<file path="config.mk">
export PLATFORM = sky130hd
export DESIGN_NAME = bounded_stack_with_kind_sum
export DESIGN_NICKNAME = d
export VERILOG_FILES = /design/src/rtl/bstk_pkg.sv /design/src/rtl/bstk_ctrl.sv /design/src/rtl/bstk_dp.sv /design/src/rtl/bounded_stack_with_kind_sum.sv
export SDC_FILE = /design/constraint.sdc
export NUM_CORES = 1
export LEC_CHECK = 0
export BUFFER_PORTS_ARGS = -buffer_cell sky130_fd_sc_hd__buf_2
export CAP_MARGIN = 40
export CORE_UTILIZATION = 40
export DETAILED_ROUTE_END_ITERATION = 16
export SYNTH_ARGS = -nofsm -noshare
export SYNTH_HDL_FRONTEND = slang
export SYNTH_HIERARCHICAL = 1
export SYNTH_SLANG_ARGS = --single-unit
export TNS_END_PERCENT = 5
</file>
<file path="constraint.sdc">
create_clock -name clk -period 10.37 [get_ports clk]
set_input_delay 1.037 -clock clk [delete_from_list [all_inputs] [get_ports clk]]
set_output_delay 1.037 -clock clk [all_outputs]
set_load 0.02 [all_outputs]
</file>
<file path="src/rtl/bstk_pkg.sv">
package bstk_pkg;

  localparam int STACK_DEPTH = 8;
  localparam int PTR_W       = (STACK_DEPTH > 1) ? $clog2(STACK_DEPTH) : 1;
  localparam int CNT_W       = $clog2(STACK_DEPTH + 1);

  localparam int OPCODE_W = 3;
  localparam int KIND_W   = 8;
  localparam int VALUE_W  = 32;
  localparam int STATUS_W = 2;
  localparam int ECOUNT_W = 4;

  localparam logic [OPCODE_W-1:0] OP_PUSH  = 3'd0;
  localparam logic [OPCODE_W-1:0] OP_POP   = 3'd1;
  localparam logic [OPCODE_W-1:0] OP_CLEAR = 3'd2;
  localparam logic [OPCODE_W-1:0] OP_PEEK  = 3'd3;
  localparam logic [OPCODE_W-1:0] OP_SUM   = 3'd4;

  localparam logic [STATUS_W-1:0] ST_OK    = 2'd0;
  localparam logic [STATUS_W-1:0] ST_EMPTY = 2'd1;
  localparam logic [STATUS_W-1:0] ST_FULL  = 2'd2;

  typedef struct packed {
    logic [OPCODE_W-1:0]       opcode;
    logic [KIND_W-1:0]         kind;
    logic signed [VALUE_W-1:0] value;
  } stk_in_t;

  typedef struct packed {
    logic [STATUS_W-1:0]       status;
    logic [KIND_W-1:0]         top_kind;
    logic signed [VALUE_W-1:0] top_value;
    logic signed [VALUE_W-1:0] kind_sum;
    logic [ECOUNT_W-1:0]       entry_count;
  } stk_out_t;

  typedef struct packed {
    logic [KIND_W-1:0]         kind;
    logic signed [VALUE_W-1:0] value;
  } entry_t;

  typedef enum logic [1:0] {
    S_IDLE,
    S_DISPATCH,
    S_SUM_RUN,
    S_REPLY
  } state_t;

  // controller to datapath
  typedef struct packed {
    logic load;
    logic rd_top;
    logic sum_step;
    logic reply;
  } dp_cmd_t;

  // datapath to controller
  typedef struct packed {
    logic is_sum;
    logic sum_done;
  } dp_sts_t;

endpackage

</file>
<file path="src/rtl/bstk_ctrl.sv">
module bstk_ctrl (
  input  logic              clk,
  input  logic              rst_n,
  input  logic              start,
  input  bstk_pkg::dp_sts_t sts,
  output bstk_pkg::dp_cmd_t cmd,
  output logic              busy
);
  import bstk_pkg::*;

  state_t state_r;
  state_t state_nxt;

  always_ff @(posedge clk) begin
    if (!rst_n) begin
      state_r <= S_IDLE;
    end else begin
      state_r <= state_nxt;
    end
  end

  always_comb begin
    state_nxt = state_r;
    case (state_r)
      S_IDLE: begin
        if (start) state_nxt = S_DISPATCH;
      end
      S_DISPATCH: begin
        state_nxt = sts.is_sum ? S_SUM_RUN : S_REPLY;
      end
      S_SUM_RUN: begin
        if (sts.sum_done) state_nxt = S_REPLY;
      end
      S_REPLY: begin
        state_nxt = S_IDLE;
      end
      default: begin
        state_nxt = S_IDLE;
      end
    endcase
  end

  always_comb begin
    cmd  = '0;
    busy = 1'b1;
    case (state_r)
      S_IDLE: begin
        busy     = 1'b0;
        cmd.load = start;
      end
      S_DISPATCH: begin
        cmd.rd_top = 1'b1;
      end
      S_SUM_RUN: begin
        cmd.sum_step = 1'b1;
      end
      S_REPLY: begin
        cmd.reply = 1'b1;
      end
      default: begin
        cmd = '0;
      end
    endcase
  end

  a_accept_dispatch: assert property (@(posedge clk) disable iff (!rst_n)
    start && !busy |=> state_r == S_DISPATCH)
    else $error("accepted word did not enter dispatch");

endmodule

</file>
<file path="src/rtl/bstk_dp.sv">
module bstk_dp (
  input  logic               clk,
  input  logic               rst_n,
  input  bstk_pkg::stk_in_t  in_data,
  input  bstk_pkg::dp_cmd_t  cmd,
  output bstk_pkg::dp_sts_t  sts,
  output bstk_pkg::stk_out_t out_data,
  output logic               out_valid
);
  import bstk_pkg::*;

  entry_t mem [STACK_DEPTH];

  stk_in_t                   item_r;
  entry_t                    rd_r;
  logic [CNT_W-1:0]          count_r;
  logic [CNT_W-1:0]          count_nxt;
  logic [CNT_W-1:0]          idx_r;
  logic                      pend_r;
  logic signed [VALUE_W-1:0] acc_r;
  stk_out_t                  out_r;
  stk_out_t                  out_nxt;
  logic                      out_valid_r;

  logic             full;
  logic             empty;
  logic             walk_done;
  logic [CNT_W-1:0] top_idx;
  logic [PTR_W-1:0] rd_addr;
  logic             rd_en;
  logic             wr_en;

  assign full      = (count_r == CNT_W'(STACK_DEPTH));
  assign empty     = (count_r == '0);
  assign walk_done = (idx_r == count_r);
  assign top_idx   = count_r - CNT_W'(1);
  assign rd_addr   = cmd.sum_step ? idx_r[PTR_W-1:0] : top_idx[PTR_W-1:0];
  assign rd_en     = cmd.rd_top || (cmd.sum_step && !walk_done);
  assign wr_en     = cmd.reply && (item_r.opcode == OP_PUSH) && !full;

  assign sts.is_sum   = (item_r.opcode == OP_SUM);
  assign sts.sum_done = walk_done && !pend_r;

  always_ff @(posedge clk) begin
    if (wr_en) begin
      mem[count_r[PTR_W-1:0]] <= '{kind: item_r.kind, value: item_r.value};
    end
    if (rd_en) begin
      rd_r <= mem[rd_addr];
    end
  end

  always_comb begin
    out_nxt             = '0;
    out_nxt.status      = ST_OK;
    count_nxt           = count_r;
    case (item_r.opcode)
      OP_PUSH: begin
        if (full) begin
          out_nxt.status = ST_FULL;
        end else begin
          count_nxt = count_r + CNT_W'(1);
        end
      end
      OP_POP, OP_PEEK: begin
        if (empty) begin
          out_nxt.status = ST_EMPTY;
        end else begin
          out_nxt.top_kind  = rd_r.kind;
          out_nxt.top_value = rd_r.value;
          if (item_r.opcode == OP_POP) count_nxt = top_idx;
        end
      end
      OP_CLEAR: begin
        count_nxt = '0;
      end
      OP_SUM: begin
        out_nxt.kind_sum = acc_r;
      end
      default: begin
        count_nxt = count_r;
      end
    endcase
    out_nxt.entry_count = ECOUNT_W'(count_nxt);
  end

  always_ff @(posedge clk) begin
    if (!rst_n) begin
      count_r     <= '0;
      pend_r      <= 1'b0;
      out_valid_r <= 1'b0;
    end else begin
      out_valid_r <= cmd.reply;
      if (cmd.reply) count_r <= count_nxt;
      if (cmd.rd_top) begin
        pend_r <= 1'b0;
      end else if (cmd.sum_step) begin
        pend_r <= !walk_done;
      end
    end
  end

  always_ff @(posedge clk) begin
    if (cmd.load) item_r <= in_data;
    if (cmd.reply) out_r <= out_nxt;
    if (cmd.rd_top) begin
      idx_r <= '0;
      acc_r <= '0;
    end else if (cmd.sum_step) begin
      if (!walk_done) idx_r <= idx_r + CNT_W'(1);
      // fold in the entry read last cycle
      if (pend_r && (rd_r.kind == item_r.kind)) acc_r <= acc_r + rd_r.value;
    end
  end

  assign out_data  = out_r;
  assign out_valid = out_valid_r;

  a_count_bound: assert property (@(posedge clk) disable iff (!rst_n)
    count_r <= CNT_W'(STACK_DEPTH))
    else $error("fill count above stack depth");

  a_strobe_single: assert property (@(posedge clk) disable iff (!rst_n)
    out_valid_r |=> !out_valid_r)
    else $error("result strobe longer than one cycle");

  a_push_grows: assert property (@(posedge clk) disable iff (!rst_n)
    wr_en |=> count_r == $past(count_r) + CNT_W'(1))
    else $error("push did not advance fill count");

endmodule

</file>
<file path="src/rtl/bounded_stack_with_kind_sum.sv">
// Bounded LIFO stack of kind/value entries with a per-kind sum.
// Input channel: drive in_data with start high; a word is taken at a rising
// edge where start is high and busy is low. busy stays high until the block
// can take the next word.
// Result channel: every input word yields one result word, shown on out_data
// for exactly one cycle with out_valid high. The receiver cannot stall; the
// result must be taken in that cycle.
// Push, pop, peek, clear and unused opcodes pass through the dispatch and
// reply states; the result strobe follows the reply state, and the next
// word can be taken at the edge that ends the strobe.
// Sum walks the stored entries through the single read port of the entry
// memory with one adder, so its run time grows with the number of stored
// entries, up to a full stack of 8.
// Reset (rst_n low, synchronous) empties the stack and drops any word in
// progress; entry contents are not cleared and need no clearing pass.
module bounded_stack_with_kind_sum (
  input  logic               clk,
  input  logic               rst_n,
  input  logic               start,
  output logic               busy,
  input  bstk_pkg::stk_in_t  in_data,
  output logic               out_valid,
  output bstk_pkg::stk_out_t out_data
);
  import bstk_pkg::*;

  dp_cmd_t cmd;
  dp_sts_t sts;

  bstk_ctrl u_ctrl (
    .clk   (clk),
    .rst_n (rst_n),
    .start (start),
    .sts   (sts),
    .cmd   (cmd),
    .busy  (busy)
  );

  bstk_dp u_dp (
    .clk       (clk),
    .rst_n     (rst_n),
    .in_data   (in_data),
    .cmd       (cmd),
    .sts       (sts),
    .out_data  (out_data),
    .out_valid (out_valid)
  );

endmodule
</file>
======== Word level (Yosys, flattened, before mapping) ========
Memory sizes are Yosys's and may differ from the RTL's. A register that Yosys moved wholly into a read port is not among the register bits.
Cells that the tools add are included.
storage, ports and cells
  input port bits ......................... 46
  memories ................................ 1
  register bits ........................... 165
  logic and storage cells ................. 71
  RAM bits ................................ 320
cells by class
  equal/unequal tests ..................... 12
  bitwise operators ....................... 3
  mux-type cells .......................... 19
  add/subtract/negate cells ............... 4
  reductions and logical operators ........ 18
memories
  name      words  width  read ports  clocked after Yosys merged registers in  write ports  line           source
  u_dp.mem  8      40     1           1                                        1            bstk_dp.sv:12  entry_t mem [STACK_DEPTH];
operators with widths
  operator             number
  $add 32x32->32       1
  $mux 4               3
  $pmux 4 s3           1
  $mux 1               9
  $add 4x1->4 const B  2
  $eq 8x8->1           1
  $pmux 2 s4           1
  $eq 3x2->1 const B   2
  $mux 2               3
  $reduce_and 2->1     3
  $reduce_or 2->1      3
  $logic_and 1x1->1    5
  $eq 2x2->1 const B   2
  $eq 4x4->1           1
  $eq 4x4->1 const B   1
  $logic_not 4->1      1
  $ne 2x2->1 const B   2
  $pmux 2 s2           1
  $sub 4x1->4 const B  1
  $eq 3x1->1 const B   1
  $eq 3x3->1 const B   1
  $logic_not 1->1      3
  $logic_not 3->1      1
  $mux 3               1
  other kinds (4)      6

======== Longest topological paths before layout ========
Gate-level depths: netlist of run 1.
  depth after elaboration ................. 6
  depth in mapped cells ................... 11
  depth with buffers taken out ............ 10

======== Modules after synthesis ========
Netlist of run 1, hierarchy kept.
by module, submodules not included
  module     sequential area each (um^2)  area an instance (um^2)  cells each  instances
  bstk_dp    15,284.7                     21,042.7                 1,198       1
  bstk_ctrl  40.0                         196.4                    21          1

======== Worst setup path after synthesis of run 1 ========
Ideal clock, no wire load.
  path type ............................... flip-flop to flip-flop
  start point ............................. register u_ctrl.state_r[1]
  end point ............................... memory u_dp/mem[1][0] (netlist name) (enable)
  setup time .............................. 0.487 ns
  required time ........................... 9.883 ns
  setup slack ............................. 4.297 ns
  arrival ................................. 5.586 ns
  cell stages (with the launch flop) ...... 5
  cell sequence ........................... dfxtp_1 -> ha_1 -> clkbuf_1 -> nand3_1 -> nor3_1
RTL lines
  item                    line             source
  start, declared         bstk_ctrl.sv:11  state_t state_r;
  start signal, assigned  bstk_ctrl.sv:18  state_r <= state_nxt;
  end, declared           bstk_dp.sv:12

==> metrics, run 1 <==
via count between 10,000 and 15,000; Top Family by Delay on Critical Path buffers and inverters; CP endpoint kind flip-flop; Worst slew margin 0.451; fin area 24,700 sq um; post-cts hold buffer count 0; drt wl/cell roughly 22 microns; Clock Skews around 21 ps; Antenna Violating Nets Remaining 0; die area about 54,000 sq um; IO Pins 126; met3 WL approximately 2400 microns; CTS tree done; Clk pin slew, worst setup/hold paths ~60 ps; synthesized netlist cell count roughly 1,200; Slew Viols, Final 0; outcome completed; Max Cap Viol 0; critical path data arrival time 4190 ps; row count 84; CP startpoint kind flip-flop; Num CTS Buffers 54; leak pwr 0.00834 uW; Avg Cell Area, Syn 17.4 sq um; critical setup path kind reg -> reg; post-synthesis cell area ~21,000 sq um; antenna diode count 0; Final period util 0.370; Tmin final approximately 3800 ps; top routing layer in use met4; unrepaired setup endpoints after global routing false; crit path buf inv count 4; Seq/Total Area, Yosys 0.722; crit-path cells inv_1 -> ha_1 -> mux2i_4 -> buf_4 -> buf_4 -> buf_12 -> mux4_2 -> mux2_2; fmax 0.260 GHz; DR iter-0 viols around 740; asr flop ratio synth 0; DRT Pass-1 Iters 5; DP Area 22,800 sq um; Buffers on Ports 125; syn_nets 1,305; Least-Margin Pin Slew roughly 820 ps; worst min-delay path class reg -> reg; fin nets around 1,500; Final Hold Fails 0; die width 232 microns; core area about 53,000 sq um; proportion of layout cells with a drive suffix above 1 0.268; setup_tns 0 ps; first-pass GRT wire length roughly 70,000 microns; worst-path fanout max 37; Crit-path slowest cell buf_4; M1 WL between 20,000 and 25,000 microns; vias in the first global route roughly 11,000; Crit path top cell by count buf_4; gpl congestion ~0.90; Power Density roughly 250 nW/um^2; post-CTS sizing 0; area growth from synthesis to layout 16.2%; synth unique cells 70; Die Y-Extent 232 microns; commonest non-fill, non-tap cells in the layout edfxtp_1, buf_2, mux4_2; # DRC 0; number of vias per cell ~5.2; Post-synth EDFFs 481; Synth Register Bits ~530; Detailed Place HPWL around 28,000 microns; largest net degree at the start of global routing 55; register-to-register setup slack about 6500 ps; total gr overflow 0; Critical Path Max Stage Delay 580 ps; clk_lat worst skew between 600 and 700 ps; initial antenna violation count 0; met2 WL around 22,000 microns; Top FF cell, synth edfxtp_1; CTS Buffer Depth 3; CTS root buf clkbuf_16; commonest non-fill, non-tap cell in the layout edfxtp_1; total length of routed wires 46,200 microns; CTS Sinks roughly 530; post-CTS setup buffer count 0; final setup fails 0; H-tree Lvls 2; Initial Utilization 0.404; CP required roughly 11,000 ps; Peak VDD IR between 0.0001 and 0.00015 V; YS warnings 6; GRT Total Usage 0.174
layer usage:
metal | GRT usage | up-vias
li1 | - | 5100
met2 | 0.275 | 273
met5 | 0 | -
met3 | 0.0315 | 54
met1 | 0.248 | 5613
met4 | 0.0417 | 0
Yosys cell counts (all sizes together) (3+ instances only):
cell	n	area, sq um
ha	39	488
mux4	80	1800
nor4	4	37.5
nor2b	6	45.0
inv	23	86.3
mux2	41	462
edfxtp	481	14400
nor3	16	80.1
nand2	58	223
and2	73	458
dfxtp	44	881
clkbuf	38	154
o211ai	3	22.5
nor3b	3	22.5
o21bai	7	52.6
a31oi	6	37.5
nor4b	5	65.1
o21a	4	30.0
buf	10	52.6
nand3	17	85.1
o31ai	5	51.3
nor2	45	169
nand2b	8	50.1
or3	3	20.0
xnor2	26	228
xor2	12	105
a211oi	8	60.1
a21o	13	97.6
o21ai	35	175
a21oi	57	297
mux2i	13	130
nand4	6	37.5
worst paths after layout:
kind | from | end | depth (start not counted)
setup reg to reg | u_ctrl/state_r[0] | u_dp/rd_r[6] | 8
setup / recovery | u_ctrl/state_r[0] | u_dp/rd_r[6] | 8
hold reg to reg | u_dp/acc_r[0] | u_dp/acc_r[0] | 2
hold / removal | u_dp/acc_r[0] | u_dp/acc_r[0] | 2
report_power, final:
part	internal (uW)	total, uW	switching [uW]
clock network	1180	1990	812
registers	2640	2850	208
logic	632	1390	756
total	4450	6230	1780
sequential cells by signal, summed over array words and instances (netlist names):
name	cells
u_dp/pend_r	1
u_dp/mem	320
u_dp/acc_r	32
u_dp/item_r	43
u_dp/out_data	78
u_ctrl/state_r	2
u_dp/idx_r	4
u_dp/out_valid	1
u_dp/count_r	4
u_dp/rd_r	40
metrics by stage:
stage	total power [uW]	setup WS (ps)	util	hold WS, ps	cells
2_1_floorplan	3840	4300	-	438	1219
3_3_place_gp	4250	6420	0.434	458	2003
3_5_place_dp	4300	6450	0.434	469	2005
4_1_cts	6300	6440	0.469	478	2107
5_1_grt	6500	6260	0.469	506	2107
6_report	6230	6530	0.469	473	2107
worst reg2reg max path: cells and delay by family, from the launching register on:
kind,cells,cell delay [ps]
DFF,1,350
buffers and inverters,4,1570
muxes,3,1150
adders and majority gates,1,530
kinds of logic (layout without fill, tap and decap cells):
logic type | Yosys count | after routing | synth area share
DFF | 525 | 525 | 0.722
adders and majority gates | 40 | 40 | 0.0239
and+or+nand+nor | 251 | 251 | 0.0634
buffers and inverters | 72 | 272 | 0.0142
muxes | 134 | 134 | 0.113
xor gates and xnor gates | 38 | 38 | 0.0157
AOI/OAI and AO/OA | 159 | 159 | 0.0485
final cells by class:
cell class | instances | area [sq um]
clock buffer | 70 | 1420
clock inverter | 32 | 419
fill | 4430 | 27900
inverter | 23 | 86.3
multi-input combinational | 622 | 5740
sequential | 525 | 15300
tap | 688 | 861
timing repair buffer | 147 | 823
(Power assumes the default switching activity.)
==> inputs of run 2 (changes only) <==
==> constraint.sdc (replaced) <==
create_clock -name clk -period 3.2 [get_ports clk]
set_input_delay 0.32 -clock clk [delete_from_list [all_inputs] [get_ports clk]]
set_output_delay 0.32 -clock clk [all_outputs]
set_load 0.02 [all_outputs]
==> run 2 against run 1 <==
Worst hold slack lost 440 ps. Via count is 2.6% higher. Non-clock buffer count increased by 52. Highest routed layer unchanged. Fmax increased by 30%. Final area is 2.3% higher. Core utilization rose by 1.1 points. Count of clock-buffer cells in the layout fell by 4. Global-route usage grew 0.46 points. Combinational power grew to 3.5 times the previous value. Sequential share of layout area decreased by 1.4 points. Sequential power increased to 3.2 times the previous value. Wire length increased by 3.0%.
==> metrics, run 2 (synthesis results as in run 1) <==
outcome completed; total length of routed wires between 40,000 and 50,000 microns; Final WS setup between 200 and 250 ps; core area around 53,000 sq um; Max Cap Viol 0; # fillers between 4,000 and 5,000; fin area about 25,000 sq um; fmax 0.338 GHz; Worst slew margin 0.594; Clock Skews around 22 ps; commonest non-fill, non-tap cells in the layout edfxtp_1, buf_2, mux4_2; commonest non-fill, non-tap cell in the layout edfxtp_1; leak pwr about 0.0085 uW; CTS root buf clkbuf_16; gpl congestion 0.897; Num CTS Buffers between 50 and 60; Power Density around 800 nW/um^2; Peak VDD IR roughly 0.00071 V; area of the multi-input gates about 5800 sq um; Min-Delay Path Depth 2; setup_tns 0 ps; worst min-delay path class in -> reg; Die Y-Extent roughly 230 microns; vias in the first global route around 11,000; DP Worst Slack 273 ps; die area roughly 54,000 sq um; Buffers on Ports about 130; GRT Total Usage 0.178; DRT Pass-1 Iters 5; Reg area 15,300 sq um; CTS Buffer Depth 3; # DRC 0; via count between 10,000 and 15,000; clk_lat worst skew 590 ps; drt wl/cell around 22 microns; proportion of layout cells with a drive suffix above 1 0.265; first-pass GRT wire length around 71,000 microns; DP Area 23,100 sq um; CTS tree done; Worst Hold End u_ctrl/state_r[0]; Least-Margin Pin Slew ~610 ps; Slew Viols, Final 0; Tmin final 2960 ps; total gr overflow 0; Initial Utilization 0.404; unrepaired setup endpoints after global routing false; initial antenna violation count 1; RR Startpoint u_dp/rd_r[4]; largest net degree at the start of global routing between 50 and 60; H-tree Lvls 2; Antenna Violating Nets Remaining 0; Final Hold Fails 0; critical setup path kind reg -> reg; CTS Sinks 525; CP required 3710 ps; row count 84; antenna diode count 0; Final period util 0.924; CP endpoint kind flip-flop; area growth from synthesis to layout 18.8%; die width around 230 microns; final setup fails 0; CP startpoint kind flip-flop; Clk pin slew, worst setup/hold paths ~60 ps; critical path data arrival time 3470 ps; worst-path fanout max 4; hold path startpoint rst_n; max reg flops between 300 and 400; register-to-register setup slack 240 ps; fin nets 1,509; Tot Pwr about 20,000 uW; Reg2Reg Depth 10; number of vias per cell about 5.3; DR iter-0 viols slightly above 1,000; IO Pins 126; reg-to-reg endpoint u_dp/acc_r[23]; Detailed Place HPWL around 28,000 microns
==> run 2: cell count changes in the layout (fill, tap and decap cells not counted), moves of 2 or more <==
cell,change
clkbuf_1,-4
dlygate4sd3_1,+43
bufinv_16,-2
nor3_4,+2
nor3_2,-2
inv_16,-2
clkinv_2,+2
buf_4,-5
buf_12,+14
clkinv_8,-2
==> run 2: worst max-delay path, stage by stage, from the launching register on <==
cell and delay, ps:
edfxtp_1 380, ha_1 370, nand2_2 100, o31ai_4 330, a31oi_1 160, o41ai_2 490
o2111ai_2 210, buf_4 190, or4_1 400, o31a_1 130, a21oi_2 110
==> run 2: layout make-up <==
type	count	area share
clock buffers	66	0.0553
well taps	688	0.0341
flip-flops and latches	525	0.607
clock inverters	30	0.0124
inverters	23	0.00342
repair buffers	199	0.0593
multi-input cells	622	0.228
==> run 2: worst max-delay path by stage <==
| stage | slack (ps) | depth (start not counted) | startpoint | to |
|---|---|---|---|---|
| 3_3_place_gp | 310 | 9 | u_dp/rd_r[4] | u_dp/acc_r[31] |
| 3_5_place_dp | 270 | 10 | u_dp/rd_r[4] | u_dp/acc_r[23] |
| 6_report | 240 | 10 | u_dp/rd_r[4] | u_dp/acc_r[23] |
| 2_1_floorplan | -40 | 8 | u_dp/count_r[0] | u_dp/mem[4][0] |
| 5_1_grt | 90 | 10 | u_dp/rd_r[3] | u_dp/acc_r[23] |
| 4_1_cts | 250 | 10 | u_dp/rd_r[4] | u_dp/acc_r[23] |
==> run 2: per-stage QoR <==
| stage | std cells | hold WS, ps | util |
|---|---|---|---|
| floorplan | 1219 | 419 | - |
| global placement | 2013 | 456 | 0.439 |
| detailed placement | 2014 | 461 | 0.439 |
| CTS | 2153 | 0.732 | 0.480 |
| global route | 2153 | 6.76 | 0.480 |
| finish | 2153 | 29.5 | 0.480 |
==> run 2: power breakdown <==
part	switching [uW]	internal (uW)	total, uW
sequential	569	8540	9110
clock	2550	3570	6120
combinational	2680	2210	4890
==> run 2: repair_timing <==
| item | 4_1_cts | 5_1_grt |
|---|---|---|
| gates resized for setup | 0 | 0 |
| setup buffers | 0 | 0 |
| hold buffers | 43 | 0 |
| endpoints found under the hold margin | 43 | 0 |
==> run 2: per-layer routing <==
layer | track usage | share of wire | vias up
met5 | 0 | 0 | -
met4 | 0.0469 | 0.017 | 0
met3 | 0.0244 | 0.054 | 55
met2 | 0.289 | 0.48 | 287
met1 | 0.252 | 0.45 | 5787
li1 | - | - | 5194
